### config.mk
export PLATFORM = sky130hd
export DESIGN_NAME = ret_overlap
export DESIGN_NICKNAME = d
export VERILOG_FILES = /design/src/rtl/core/ret_overlap.sv
export SDC_FILE = /design/constraint.sdc
export NUM_CORES = 1
export LEC_CHECK = 0
export ABC_CLOCK_PERIOD_IN_PS = 3700
export BUFFER_PORTS_ARGS = -buffer_cell sky130_fd_sc_hd__buf_2
export CORE_MARGIN = 2
export CORE_UTILIZATION = 45
export DETAILED_ROUTE_END_ITERATION = 8
export PLACE_DENSITY = 0.95
export SLEW_MARGIN = 0
export SYNTH_ARGS = -nofsm -noshare
export SYNTH_HDL_FRONTEND = slang
export SYNTH_SLANG_ARGS = --single-unit
### constraint.sdc
create_clock -name vclk -period 3.7
set_clock_uncertainty 0.15 [all_clocks]
set_input_delay 0.185 -clock vclk [all_inputs]
set_output_delay 0.185 -clock vclk [all_outputs]
set_load 0.05 [all_outputs]
### src/rtl/core/ret_overlap.sv
`default_nettype none
// ----------------------------------------------------------------------------
// Rectangle overlap comparator
// Strict overlap test of a query rectangle against one stored rectangle.
// ----------------------------------------------------------------------------
module ret_overlap #(
  parameter int COORD_BITS = 16
) (
  input  wire logic [4*COORD_BITS-1:0] query,
  input  wire logic [4*COORD_BITS-1:0] entry,
  output logic                         overlap
);

  // Packing order, high to low: left, right, bottom, top.
  logic signed [COORD_BITS-1:0] q_left, q_right, q_bottom, q_top;
  logic signed [COORD_BITS-1:0] e_left, e_right, e_bottom, e_top;

  assign {q_left, q_right, q_bottom, q_top} = query;
  assign {e_left, e_right, e_bottom, e_top} = entry;

  // Touching edges do not count as an overlap.
  assign overlap = (q_right > e_left) && (q_left < e_right) &&
                   (q_top > e_bottom) && (q_bottom < e_top);

endmodule : ret_overlap
`default_nettype wire

==> key figures <==
Synthesis
  • Register area share after synthesis: 0
  • Synth Cell Area: 0.00161 sq mm
  • YS warnings: 0
  • Syn Nets: 408
  • Gate Count Post-Synth: 218
  • Post-synth cell types: 32
  • Synth Area per Inst: 7.38 sq um

Placement
  • Post-DP HPWL: 4140 um
  • Final Wtd Congestion: 0.749
  • Buffers on Ports: 129

GRT
  • Global-route wire length before repair: 7140 um
  • Number of global-route vias before repair: 1881
  • Largest net degree at the start of global routing: 5
  • Total track usage: 0.207
  • Initial antenna violation count: 0
  • Final global-route overflow total: 0

Cells and area
  • Layout cells sized above 1: 0.380
  • Clock buffers: 0
  • Seq cells: 0
  • Seq. cell area: 0 sq um
  • N_diodes: 0
  • Multi-input logic area: 0.00136 sq mm
  • Fill cell count: 300
  • Final nets: 539
  • Area Growth Syn to Fin: 43.7%

Setup path
  • Crit path cell chain: buf_2 -> inv_1 -> ha_1 -> nand4_1 -> or3_1 -> a221oi_2 -> nor4_1 -> mux2_4 -> nor4_2 -> buf_2
  • Critical-path top delay cell: or3_1
  • Worst Path Buf+Inv: 3
  • Critical path startpoint category: primary input
  • Delay-heaviest family, CP: simple AND/OR/NAND/NOR gates
  • Critical Path RT: 3370 ps
  • CP Capture Type: output port
  • Most Frequent Cell on Critical Path: buf_2
  • Max incr delay on CP: 400 ps
  • Critical path data arrival time: 2220 ps
  • Setup CP Type: primary input to output port
  • Worst-path fanout max: 3

Die
  • Die area: 0.00407 sq mm
  • Row count: 21
  • Core footprint: 0.00339 sq mm
  • Chip Height: 63.8 um
  • IO Pins: 129
  • Die Wd: 63.8 um
  • Initial Util: 0.474

Drt
  • DR WL/cell: 10.8 um
  • Vias per inst: 4.98
  • Drc violations: 0
  • Iteration-0 DRC Markers: 20
  • Pre-Repair DR Iteration Count: 4
  • Vias: 1958
  • Detailed Route WL: 4250 um
  • Antenna-violating nets left: 0

Outcome
  • Outcome: finished clean

Power and ir drop
  • Max rail drop VDD: 0.0492 mV
  • Power Density: 95.8 mW/mm^2
  • Leakage: 1.54 nW

Timing
  • Final period utilization: 0.690
  • FMAX: 391 MHz
  • Worst-margin pin slew: 425 ps
  • Pins over their slew limit: 0
  • Max_slew headroom: 0.710
  • Final hold viol count: 0
  • Worst Hold Margin: 877 ps
  • Setup tns final: 0 ps
  • Tmin final: 2550 ps
  • Unrepaired setup endpoints after global routing: false
  • Final setup fails: 0

Flow run
  • Max cap viols: 0

Clock tree
  • Post-cts sizing count: 0
  • # hold bufs at CTS: 0
  • Setup Buffers After CTS: 0

Min path
  • Min-delay worst type: primary input to output port
## synthesized netlist by cell type (all sizes together)
cell type	number	area [sq um]
inv	66	248
ha	62	776
a21oi	16	80.1
nand4	11	68.8
a21o	9	67.6
nand3	8	40.0
nor4	5	37.5
nor2b	4	25.0
o21ai	4	20.0
a211oi	3	22.5
a221oi	3	32.5
nand2b	3	18.8
o211ai	3	22.5
a2111oi	2	17.5
nand2	2	7.51
nor2	2	7.51
nor3	2	10.0
or3	2	12.5
a21boi	1	7.51
a31oi	1	6.26
and3	1	6.26
and4	1	8.76
mux2	1	15.0
mux2i	1	10.0
nand3b	1	7.51
nor4b	1	8.76
o21a	1	7.51
o21bai	1	7.51
o31a	1	8.76
## worst min-delay path: cells and delay by family
kind,cells,cell delay [ps]
and+or+nand+nor,1,40
buffers and inverters,2,290
muxes,1,160
adders and majority gates,1,170
## logic make-up (layout without fill, tap and decap cells)
| family | count (synthesis) | in the layout | share of synthesized area |
|---|---|---|---|
| AND/OR/NAND/NOR | 43 | 43 | 0.161 |
| adder cells (fa/ha/maj) | 62 | 62 | 0.482 |
| multiplexers | 2 | 2 | 0.0156 |
| AO/OA/AOI/OAI | 45 | 45 | 0.187 |
| buffers and inverters | 66 | 195 | 0.154 |
## metrics by stage
step | setup WS (ps) | util | std cells | power, mW | instance area [sq um]
global placement | 1190 | 0.682 | 393 | 0.213 | 2310
floorplan | 891 | - | 218 | 0.124 | 1610
global route | 1050 | 0.682 | 393 | 0.257 | 2310
finish | 1150 | 0.682 | 393 | 0.222 | 2310
CTS | 1120 | 0.682 | 393 | 0.225 | 2310
detailed placement | 1130 | 0.682 | 393 | 0.223 | 2310
## metal layers
metal  global-route usage  wire (um)  up-vias
li1                     -          -     1030
met1                0.224       1660      839
met2                0.434       2200       89
met3               0.0317        390        0
met4              0.00815          0        0
met5                    0          0        -
## report_power, final
group | switching (mW) | internal, mW | leakage, nW | total [mW]
logic | 0.102 | 0.119 | 1.54 | 0.222
clock network | 0 | 0 | 0 | 0
registers | 0 | 0 | 0 | 0
## layout make-up
class	instances	area share
Timing Repair Buffer	129	0.279
Inverter	66	0.107
Tap cell	46	0.0249
Multi-Input combinational cell	152	0.589
## final timing paths
kind,from,end,slack [ps],depth (start not counted)
max,entry[47],overlap,1150,10
min,query[63],overlap,880,5
## layout by cell type, fill, tap and decap left out, drive strengths merged
cell,count
a21boi,1
mux2i,1
nand3,8
a21o,9
nor3,2
and4,1
inv,66
or3,2
and3,1
nand2,2
buf,129
nand4,11
o211ai,3
mux2,1
o31a,1
o21a,1
o21bai,1
nor4b,1
a31oi,1
a21oi,16
o21ai,4
nor4,5
a221oi,3
ha,62
nand2b,3
nor2b,4
a2111oi,2
a211oi,3
nand3b,1
nor2,2
No activity file was read; power rests on OpenSTA's default activity.
